**config.mk**
```make
export PLATFORM = sky130hd
export DESIGN_NAME = grid_uv_bilinear_row
export DESIGN_NICKNAME = d
export VERILOG_FILES = /design/src/rtl/gub_pkg.sv /design/src/rtl/gub_lane.sv /design/src/rtl/grid_uv_bilinear_row.sv
export SDC_FILE = /design/constraint.sdc
export NUM_CORES = 2
export LEC_CHECK = 0
export ABC_AREA = 1
export BUFFER_PORTS_ARGS = -buffer_cell sky130_fd_sc_hd__buf_2
export CELL_PAD_IN_SITES_DETAIL_PLACEMENT = 2
export CELL_PAD_IN_SITES_GLOBAL_PLACEMENT = 2
export CORE_ASPECT_RATIO = 1.4
export CORE_MARGIN = 2
export CORE_UTILIZATION = 25
export CTS_BUF_LIST = sky130_fd_sc_hd__clkbuf_4
export DETAILED_ROUTE_END_ITERATION = 10
export PLACE_DENSITY = 0.65
export SKIP_LAST_GASP = 1
export SLEW_MARGIN = 15
export SYNTH_ARGS = -nofsm -noshare
export SYNTH_HDL_FRONTEND = slang
export SYNTH_HIERARCHICAL = 1
export SYNTH_SLANG_ARGS = --single-unit
export TNS_END_PERCENT = 5
```
**constraint.sdc**
```tcl
create_clock -name clk -period 33.2 [get_ports clk]
set_clock_uncertainty 0.15 [all_clocks]
set_input_delay 1.66 -clock clk [delete_from_list [all_inputs] [get_ports clk]]
set_output_delay 1.66 -clock clk [all_outputs]
set_load 0.01 [all_outputs]
```
**src/rtl/gub_pkg.sv**
```systemverilog
// gub_pkg: shared types and constants for the grid uv bilinear row generator
// no dependencies; used by gub_lane and grid_uv_bilinear_row
package gub_pkg;

  localparam int CRD_W = 32;           // corner and post coordinate width, Q16.16
  localparam int ROW_W = 5;            // row and column index width
  localparam int PWR_W = 3;            // grid power field width
  localparam int DW    = 40;           // internal exact datapath width
  localparam int MAX_POWER_DEF = 4;

  // operation of the shared arithmetic unit, one per sequencer step
  typedef enum logic [2:0] {
    OP_HOLD,
    OP_LOAD,
    OP_EA,
    OP_EB,
    OP_START,
    OP_END,
    OP_STEP,
    OP_ADV
  } gub_op_t;

  typedef struct packed {
    gub_op_t            op;
    logic [PWR_W-1:0]   pwr;
    logic [ROW_W-1:0]   row;
  } gub_ctrl_t;

endpackage

```
**src/rtl/gub_lane.sv**
```systemverilog
// gub_lane: one coordinate lane (u or v) with a shared add / multiply / shift unit
// depends on gub_pkg for widths, operation codes and the control struct
module gub_lane (
  input  logic                              clk,
  input  gub_pkg::gub_ctrl_t                ctrl,
  input  logic signed [gub_pkg::CRD_W-1:0]  c0,
  input  logic signed [gub_pkg::CRD_W-1:0]  c1,
  input  logic signed [gub_pkg::CRD_W-1:0]  c2,
  input  logic signed [gub_pkg::CRD_W-1:0]  c3,
  output logic signed [gub_pkg::CRD_W-1:0]  post
);

  localparam int DW = gub_pkg::DW;
  localparam int CW = gub_pkg::CRD_W;
  localparam int RW = gub_pkg::ROW_W;

  logic signed [CW-1:0] c0_r, c1_r, c2_r, c3_r;
  logic signed [DW-1:0] ea_r, eb_r, acc_r, end_r, step_r;

  logic signed [DW-1:0]   x, y, sum, res;
  logic        [RW-1:0]   k;
  logic                   mac, shf;
  logic signed [DW+RW:0]  prod_full;
  logic signed [DW-1:0]   prod;

  always_comb begin
    x   = '0;
    y   = '0;
    k   = '0;
    mac = 1'b0;
    shf = 1'b0;
    unique case (ctrl.op)
      gub_pkg::OP_EA: begin
        x = DW'(c1_r); y = DW'(c0_r); shf = 1'b1;
      end
      gub_pkg::OP_EB: begin
        x = DW'(c2_r); y = DW'(c3_r); shf = 1'b1;
      end
      gub_pkg::OP_START: begin
        x = DW'(c0_r); y = ea_r; k = ctrl.row; mac = 1'b1;
      end
      gub_pkg::OP_END: begin
        x = DW'(c3_r); y = eb_r; k = ctrl.row; mac = 1'b1;
      end
      gub_pkg::OP_STEP: begin
        x = end_r; y = acc_r; shf = 1'b1;
      end
      gub_pkg::OP_ADV: begin
        x = acc_r; y = step_r; k = RW'(1); mac = 1'b1;
      end
      default: begin
        x = '0;
      end
    endcase
  end

  // x + y*k, or floor((x - y) / 2^p) as an arithmetic shift
  assign prod_full = y * $signed({1'b0, k});
  assign prod      = prod_full[DW-1:0];
  assign sum       = mac ? (x + prod) : (x - y);
  assign res       = shf ? (sum >>> ctrl.pwr) : sum;

  always_ff @(posedge clk) begin
    case (ctrl.op)
      gub_pkg::OP_LOAD: begin
        c0_r <= c0;
        c1_r <= c1;
        c2_r <= c2;
        c3_r <= c3;
      end
      gub_pkg::OP_EA:    ea_r   <= res;
      gub_pkg::OP_EB:    eb_r   <= res;
      gub_pkg::OP_START: acc_r  <= res;
      gub_pkg::OP_END:   end_r  <= res;
      gub_pkg::OP_STEP:  step_r <= res;
      gub_pkg::OP_ADV:   acc_r  <= res;
      default: begin
      end
    endcase
  end

  // saturate: in range when all bits above bit 30 agree
  always_comb begin
    if (&acc_r[DW-1:CW-1] || ~|acc_r[DW-1:CW-1]) begin
      post = acc_r[CW-1:0];
    end else if (acc_r[DW-1]) begin
      post = {1'b1, {(CW-1){1'b0}}};
    end else begin
      post = {1'b0, {(CW-1){1'b1}}};
    end
  end

endmodule

```
**src/rtl/grid_uv_bilinear_row.sv**
```systemverilog
// grid_uv_bilinear_row: top level, sequencer and output for one grid row of uv posts
// depends on gub_pkg and gub_lane (one lane each for u and v)
//
// One word in carries four corner uvs, a grid power and a row index, and gives the
// 2^p+1 posts of that row, one word out each, column 0 first, the last one flagged.
// The power is clamped to MAX_POWER; a row index above 2^p is taken and gives no
// output. For a row the block takes the word, then runs five setup steps of the shared
// add, multiply and shift unit in each lane (both edge slopes, both row endpoints,
// the column step), then gives one post per cycle while out_ready is high, by
// accumulating the step. in_ready is high only while the block is idle.
module grid_uv_bilinear_row #(
  parameter int MAX_POWER = gub_pkg::MAX_POWER_DEF
) (
  input  logic                               clk,
  input  logic                               rst_n,
  input  logic                               in_valid,
  output logic                               in_ready,
  input  logic [gub_pkg::ROW_W-1:0]          in_row_index,
  input  logic [gub_pkg::PWR_W-1:0]          in_grid_power,
  input  logic signed [gub_pkg::CRD_W-1:0]   in_corner0_u,
  input  logic signed [gub_pkg::CRD_W-1:0]   in_corner0_v,
  input  logic signed [gub_pkg::CRD_W-1:0]   in_corner1_u,
  input  logic signed [gub_pkg::CRD_W-1:0]   in_corner1_v,
  input  logic signed [gub_pkg::CRD_W-1:0]   in_corner2_u,
  input  logic signed [gub_pkg::CRD_W-1:0]   in_corner2_v,
  input  logic signed [gub_pkg::CRD_W-1:0]   in_corner3_u,
  input  logic signed [gub_pkg::CRD_W-1:0]   in_corner3_v,
  output logic                               out_valid,
  input  logic                               out_ready,
  output logic [gub_pkg::ROW_W-1:0]          out_row,
  output logic [gub_pkg::ROW_W-1:0]          out_col,
  output logic signed [gub_pkg::CRD_W-1:0]   out_post_u,
  output logic signed [gub_pkg::CRD_W-1:0]   out_post_v,
  output logic                               out_row_last
);

  localparam int RW    = gub_pkg::ROW_W;
  localparam int PW    = gub_pkg::PWR_W;
  localparam int CNT_W = (MAX_POWER + 1 > RW) ? MAX_POWER + 1 : RW;

  typedef enum logic [2:0] {
    S_IDLE,
    S_EA,
    S_EB,
    S_START,
    S_END,
    S_STEP,
    S_EMIT
  } state_t;

  state_t               state_r, state_nxt;
  logic [RW-1:0]        row_r, row_nxt;
  logic [PW-1:0]        pwr_r, pwr_nxt;
  logic [CNT_W-1:0]     col_r, col_nxt;

  logic                 in_acc, out_acc;
  logic [PW-1:0]        pwr_in;
  logic [CNT_W-1:0]     side_in, last_col;
  logic                 row_ok;
  gub_pkg::gub_ctrl_t   ctrl;

  assign in_acc   = in_valid && in_ready;
  assign out_acc  = out_valid && out_ready;
  assign pwr_in   = (in_grid_power > PW'(MAX_POWER)) ? PW'(MAX_POWER) : in_grid_power;
  assign side_in  = CNT_W'(1) << pwr_in;
  assign row_ok   = CNT_W'(in_row_index) <= side_in;
  assign last_col = CNT_W'(1) << pwr_r;

  always_comb begin
    state_nxt = state_r;
    row_nxt   = row_r;
    pwr_nxt   = pwr_r;
    col_nxt   = col_r;
    ctrl.op   = gub_pkg::OP_HOLD;
    ctrl.pwr  = pwr_r;
    ctrl.row  = row_r;
    unique case (state_r)
      S_IDLE: begin
        if (in_acc) begin
          ctrl.op = gub_pkg::OP_LOAD;
          row_nxt = in_row_index;
          pwr_nxt = pwr_in;
          col_nxt = '0;
          if (row_ok) begin
            state_nxt = S_EA;
          end
        end
      end
      S_EA: begin
        ctrl.op   = gub_pkg::OP_EA;
        state_nxt = S_EB;
      end
      S_EB: begin
        ctrl.op   = gub_pkg::OP_EB;
        state_nxt = S_START;
      end
      S_START: begin
        ctrl.op   = gub_pkg::OP_START;
        state_nxt = S_END;
      end
      S_END: begin
        ctrl.op   = gub_pkg::OP_END;
        state_nxt = S_STEP;
      end
      S_STEP: begin
        ctrl.op   = gub_pkg::OP_STEP;
        state_nxt = S_EMIT;
      end
      S_EMIT: begin
        if (out_acc) begin
          if (col_r == last_col) begin
            state_nxt = S_IDLE;
          end else begin
            ctrl.op = gub_pkg::OP_ADV;
            col_nxt = col_r + CNT_W'(1);
          end
        end
      end
      default: begin
        state_nxt = S_IDLE;
      end
    endcase
  end

  always_ff @(posedge clk) begin
    if (!rst_n) begin
      state_r <= S_IDLE;
      col_r   <= '0;
    end else begin
      state_r <= state_nxt;
      col_r   <= col_nxt;
    end
    row_r <= row_nxt;
    pwr_r <= pwr_nxt;
  end

  gub_lane u_lane_u (
    .clk  (clk),
    .ctrl (ctrl),
    .c0   (in_corner0_u),
    .c1   (in_corner1_u),
    .c2   (in_corner2_u),
    .c3   (in_corner3_u),
    .post (out_post_u)
  );

  gub_lane u_lane_v (
    .clk  (clk),
    .ctrl (ctrl),
    .c0   (in_corner0_v),
    .c1   (in_corner1_v),
    .c2   (in_corner2_v),
    .c3   (in_corner3_v),
    .post (out_post_v)
  );

  assign in_ready     = (state_r == S_IDLE);
  assign out_valid    = (state_r == S_EMIT);
  assign out_row      = row_r;
  assign out_col      = col_r[RW-1:0];
  assign out_row_last = (col_r == last_col);

`ifndef ASSERT_OFF
  a_no_overlap: assert property (@(posedge clk) disable iff (!rst_n)
    out_valid |-> !in_ready)
    else $error("input taken while a row is being sent");

  a_col_range: assert property (@(posedge clk) disable iff (!rst_n)
    out_valid |-> col_r <= last_col)
    else $error("column beyond end of row");

  a_last_done: assert property (@(posedge clk) disable iff (!rst_n)
    out_valid && out_ready && out_row_last |=> in_ready)
    else $error("block not idle after last post");

  a_col_start: assert property (@(posedge clk) disable iff (!rst_n)
    state_r == S_STEP |=> out_valid && col_r == '0)
    else $error("row did not start at column zero");
`endif

endmodule
```
=== Yosys cells after proc, flatten, opt, wreduce, memory -nomap -nowiden ===
Cells that the tools add are included.
W data, S select, Z words.

* $add $sub $neg: 5
* $mul: 2
* Order comparisons: 2
* Eq/ne operators: 19
* Shift-type cells: 4
* Muxes and demuxes: 29
* Reductions and logical operators: 19

{| class="wikitable"
|+ Operators by type and width
! kind !! count
|-
| $pmux W40 S6 || 4
|-
| $mux W40 || 4
|-
| $mux W32 || 4
|-
| $add A40 B40 Y40 || 2
|-
| $mul A40 B6 Y40 || 2
|-
| $sshr A40 B3 Y40 || 2
|-
| $sub A40 B40 Y40 || 2
|-
| $pmux W3 S7 || 2
|-
| $eq A3 B3 Y1 const B || 7
|-
| $mux W3 || 7
|-
| $pmux W5 S2 || 2
|-
| $reduce_and A9 Y1 || 2
|-
| $reduce_or A9 Y1 || 2
|-
| $mux W5 || 3
|-
| $eq A3 B2 Y1 const B || 4
|-
| $shl A1 B3 Y5 const A || 2
|-
| $ne A2 B1 Y1 const B || 4
|-
| $reduce_and A4 Y1 || 2
|-
| $eq A3 B1 Y1 const B || 2
|-
| $reduce_or A3 Y1 || 2
|-
| $add A5 B1 Y5 const B || 1
|-
| $eq A5 B5 Y1 || 1
|-
| $le A5 B5 Y1 || 1
|-
| $reduce_or A2 Y1 || 2
|-
| 9 further kinds || 14
|}

* Register bits after elaboration: 672
* Input bits: 268
* Word-level logic and storage cells: 102

=== Depth between registers and ports, before layout ===
* Depth in word-level cells: 13
* Depth in mapped cells: 48

=== By module ===
Netlist, hierarchy kept.

{| class="wikitable"
|+ Modules (own cells, without submodules)
! module !! times used !! cells an instance !! area an instance (µm²)
|-
| gub_lane (u_lane_v) || 1 || 2979 || 25562.0
|-
| gub_lane (u_lane_u) || 1 || 3040 || 25508.2
|-
| grid_uv_bilinear_row || 1 || 154 || 1094.8
|}

=== Least setup slack after synthesis ===
OpenSTA, ideal clock, no wires.

* Kind: input to register
* From: in out_ready
* To: reg u_lane_v.c0_r[0] (enable)
* Arrival time: 11146 ps
* Required time: 32278 ps
* Slack: 21132 ps
* Stages on the path: 6
* Buffers on the path: 3
* Cells stage by stage: nand3_1 > nand2_1 > buf_6 > buf_2 > buf_1 > nor3_1

{| class="wikitable"
|+ RTL lines
! what !! RTL line !! text
|-
| from (decl) || grid_uv_bilinear_row.sv:29 || <nowiki>input logic out_ready,</nowiki>
|-
| to (signal assigned) || gub_lane.sv:66 || <nowiki>c0_r <= c0;</nowiki>
|-
| to (decl) || gub_lane.sv:17 || <nowiki>logic signed [CW-1:0] c0_r, c1_r, c2_r, c3_r;</nowiki>
|}

==> key figures <==
Layout
  – Nets: between 7,000 and 8,000
  – Area grow syn2layout: 14.1%
  – Post-route insts no fill: between 9,000 and 10,000
  – Share of layout cells above drive strength 1: 0.127
  – Post-layout util: 0.287

Clock network
  – Clk_lat worst skew: 1250 ps
  – # H-tree levels: 4
  – Deepest clock path buffer count: 4
  – Num CTS Buffers: 188
  – Setup Buffers After CTS: 0
  – Worst-path clk slew: around 70 ps
  – Clock tree sinks: 672
  – Root Buffer: clkbuf_4
  – CTS tree: done
  – Hold_buf cts: 0
  – PostCTS Resize Cnt: 0

Placement
  – Gpl congestion: ~0.93
  – Port bufs: about 340
  – Dpl cells: 9,103
  – Dpl hpwl: between 200,000 and 250,000 um

Yosys
  – Synth Instances: slightly above 6,000
  – Post-Syn Area: between 50,000 and 60,000 um^2
  – Synthesized area per cell: 8.45 um^2
  – Area share of the largest cell type after synthesis: 0.382
  – Synth cell count leaders: nand2_1 (991), inv_1 (980), nor2_1 (732)
  – Most frequent cell after synthesis: nand2_1
  – Top cell type by total area after synthesis: edfxtp_1
  – Synth top area cells: edfxtp_1 (38%), fa_1 (11%), nand2_1 (7.1%)
  – Netlist cell types: a little over 70
  – FF+latch count, synth: roughly 670
  – Synth Net Count: around 7,000
  – Async set or reset register ratio after synthesis: 0
  – Syn. warnings: 6
  – Register area share after synthesis: 0.385
  – Ys flop type: edfxtp_1
  – EDFF count, synth: about 660

Run
  – Max Cap Viol: 0

GRT
  – Grt ovf: 0
  – Global-route wire length before repair: 359,000 um
  – Initial antenna violation count: 27
  – Overall routing resource usage: 0.228
  – Largest net degree at the start of global routing: around 130
  – Number of global-route vias before repair: 53,551

Min path
  – Min-delay worst type: in -> reg
  – Min-Delay Path Depth: 1

Die
  – Die footprint: about 210,000 um^2
  – Die Y: around 540 um
  – Core Footprint: 208,000 um^2
  – Die Wd: between 300 and 400 um
  – I/O pin cnt: 345
  – Rows: between 150 and 200
  – Initial core utilization: 0.251

Drt
  – Vias after detailed routing: 47,764
  – Detail Route Antenna Nets: 0
  – Drt via density: 5.06
  – Average wire per standard cell: 26.0 um
  – DR DRC count: 0
  – DRT Wirelength: approximately 250,000 um
  – Initial detailed-routing violation count: approximately 2,600
  – Drt pass-1 iters: 5

Pwr
  – Power per cell area: around 100 nW/um^2
  – LEAKAGE: 26.2 nW
  – Overall Power: approximately 0.0062 W
  – Worst vdd ir: 63.4 uV

Timing
  – Final worst-path cycle share: 0.346
  – Max Fclk: ~0.087 GHz
  – Worst Tran Pin Value: approximately 1300 ps
  – Fin. Hold Viols: 0
  – Final setup vio count: 0
  – Max_slew headroom: 0.151
  – Unrepaired setup endpoints after global routing: no
  – Tmin final: approximately 11,000 ps
  – Slew Limit Fails: 0
  – Setup_tns: 0 ps

Worst setup path
  – Worst endpoint required time: roughly 34,000 ps
  – Slowest cell on crit path: a221oi_1
  – Critical Path End Type: register
  – CP arrival: 12,170 ps
  – Worst reg-to-reg path cell count: 38
  – Crit path kind: reg -> reg
  – CP Launch Type: register
  – Cell mode on critical path: nand2_1
  – CP peak stage delay: approximately 880 ps
  – Peak fanout along the critical path: 46

Run status
  – Status: complete, no violations
worst max-delay path, delay by kind of cell, from the launching register on:
family	cells	cell delay, ps
compound gates	5	1750
flops	1	330
buf+inv	7	1780
simple gates	21	4600
fa+ha+maj	5	2460
state kept, by name, indices dropped and copies added, names as in the netlist:
| name | count |
|---|---|
| u_lane_u/step_r | 40 |
| u_lane_v/c0_r | 32 |
| u_lane_v/acc_r | 40 |
| u_lane_v/end_r | 40 |
| u_lane_u/c0_r | 32 |
| u_lane_v/c2_r | 32 |
| u_lane_u/end_r | 40 |
| u_lane_v/ea_r | 40 |
| u_lane_v/step_r | 40 |
| u_lane_v/c1_r | 32 |
| u_lane_u/ea_r | 40 |
| pwr_r | 3 |
| u_lane_u/c3_r | 32 |
| u_lane_u/c2_r | 32 |
| u_lane_v/eb_r | 40 |
| state_r | 3 |
| out_col | 5 |
| u_lane_u/acc_r | 40 |
| u_lane_u/c1_r | 32 |
| u_lane_u/eb_r | 40 |
| u_lane_v/c3_r | 32 |
| out_row | 5 |
metal layers:
metal	wire, um	track usage	vias to the layer above
met3	8130	0.0282	447
li1	-	-	21811
met4	13800	0.115	18
met5	149	0	-
met2	130000	0.434	1143
met1	93300	0.245	24345
logic make-up after synthesis:
logic type | share of synthesized area
simple gates | 0.215
buf+inv | 0.0914
compound gates | 0.133
flops | 0.385
fa+ha+maj | 0.170
xor+xnor | 0.00520
mux | 0.000576
stage by stage:
| step | instance area [um^2] | hold WS (ps) | setup WS [ps] |
|---|---|---|---|
| finish | 59500 | 432 | 21700 |
| global route | 59500 | 340 | 20820 |
| CTS | 59500 | 323 | 21560 |
| detailed placement | 57200 | 496 | 21380 |
| global placement | 57200 | 475 | 21560 |
| floorplan | 52200 | 435 | 21130 |
cell usage in the layout, fill, tap and decap left out, types with 19 or more instances in the layout:
| cell | synthesis | final |
|---|---|---|
| inv_2 | 16 | 19 |
| o21ai_1 | 36 | 37 |
| a31oi_1 | 25 | 23 |
| a221oi_1 | 40 | 40 |
| buf_4 | 12 | 106 |
| buf_2 | 35 | 346 |
| a32o_1 | 25 | 25 |
| a21oi_1 | 307 | 307 |
| nand4_1 | 58 | 58 |
| nand3_1 | 583 | 583 |
| or2_2 | 19 | 19 |
| xor2_1 | 23 | 23 |
| nand2_1 | 991 | 986 |
| nor2_1 | 732 | 731 |
| fa_1 | 288 | 288 |
| clkbuf_4 | 0 | 251 |
| ha_1 | 246 | 246 |
| inv_1 | 980 | 978 |
| edfxtp_1 | 664 | 664 |
| clkinv_1 | 8 | 51 |
| and3_1 | 64 | 64 |
| o22ai_1 | 76 | 76 |
| nor3_1 | 35 | 33 |
| o21ai_0 | 326 | 325 |
| a22oi_1 | 115 | 115 |
| o211ai_1 | 35 | 35 |
| o21bai_1 | 27 | 27 |
power by group:
part / total (W) / internal (W) / leakage, nW / switching, W
sequential: 0.00154 / 0.00145 / 6.21 / 0.0000913
combinational: 0.00392 / 0.000992 / 18.6 / 0.00293
clock: 0.000751 / 0.000366 / 1.32 / 0.000385
total: 0.00622 / 0.00281 / 26.2 / 0.00341
path summary, 6_finish.rpt:
| check | from | endpoint | slack, ps |
|---|---|---|---|
| setup / recovery | pwr_r[1]$_DFFE_PP_ | u_lane_u/step_r[36]$_DFFE_PN_ | 21700 |
| hold / removal | in_corner2_v[15] | u_lane_v/c2_r[15]$_DFFE_PN_ | 430 |
| setup reg to reg | pwr_r[1]$_DFFE_PP_ | u_lane_u/step_r[36]$_DFFE_PN_ | 21700 |
| hold reg to reg | out_col[1]$_SDFFE_PN0P_ | out_col[1]$_SDFFE_PN0P_ | 490 |
final cells by class:
| cell class | count | area, um^2 |
|---|---|---|
| sequential | 672 | 20100 |
| inverter | 1008 | 3800 |
| antenna | 13 | 32.5 |
| fill | 24004 | 148000 |
| timing repair buffer | 455 | 2590 |
| multi-input combinational | 4270 | 27400 |
| tap | 2700 | 3380 |
| clock inverter | 65 | 327 |
| clock buffer | 251 | 1880 |
Note: power is estimated with default switching activity, not from simulation.
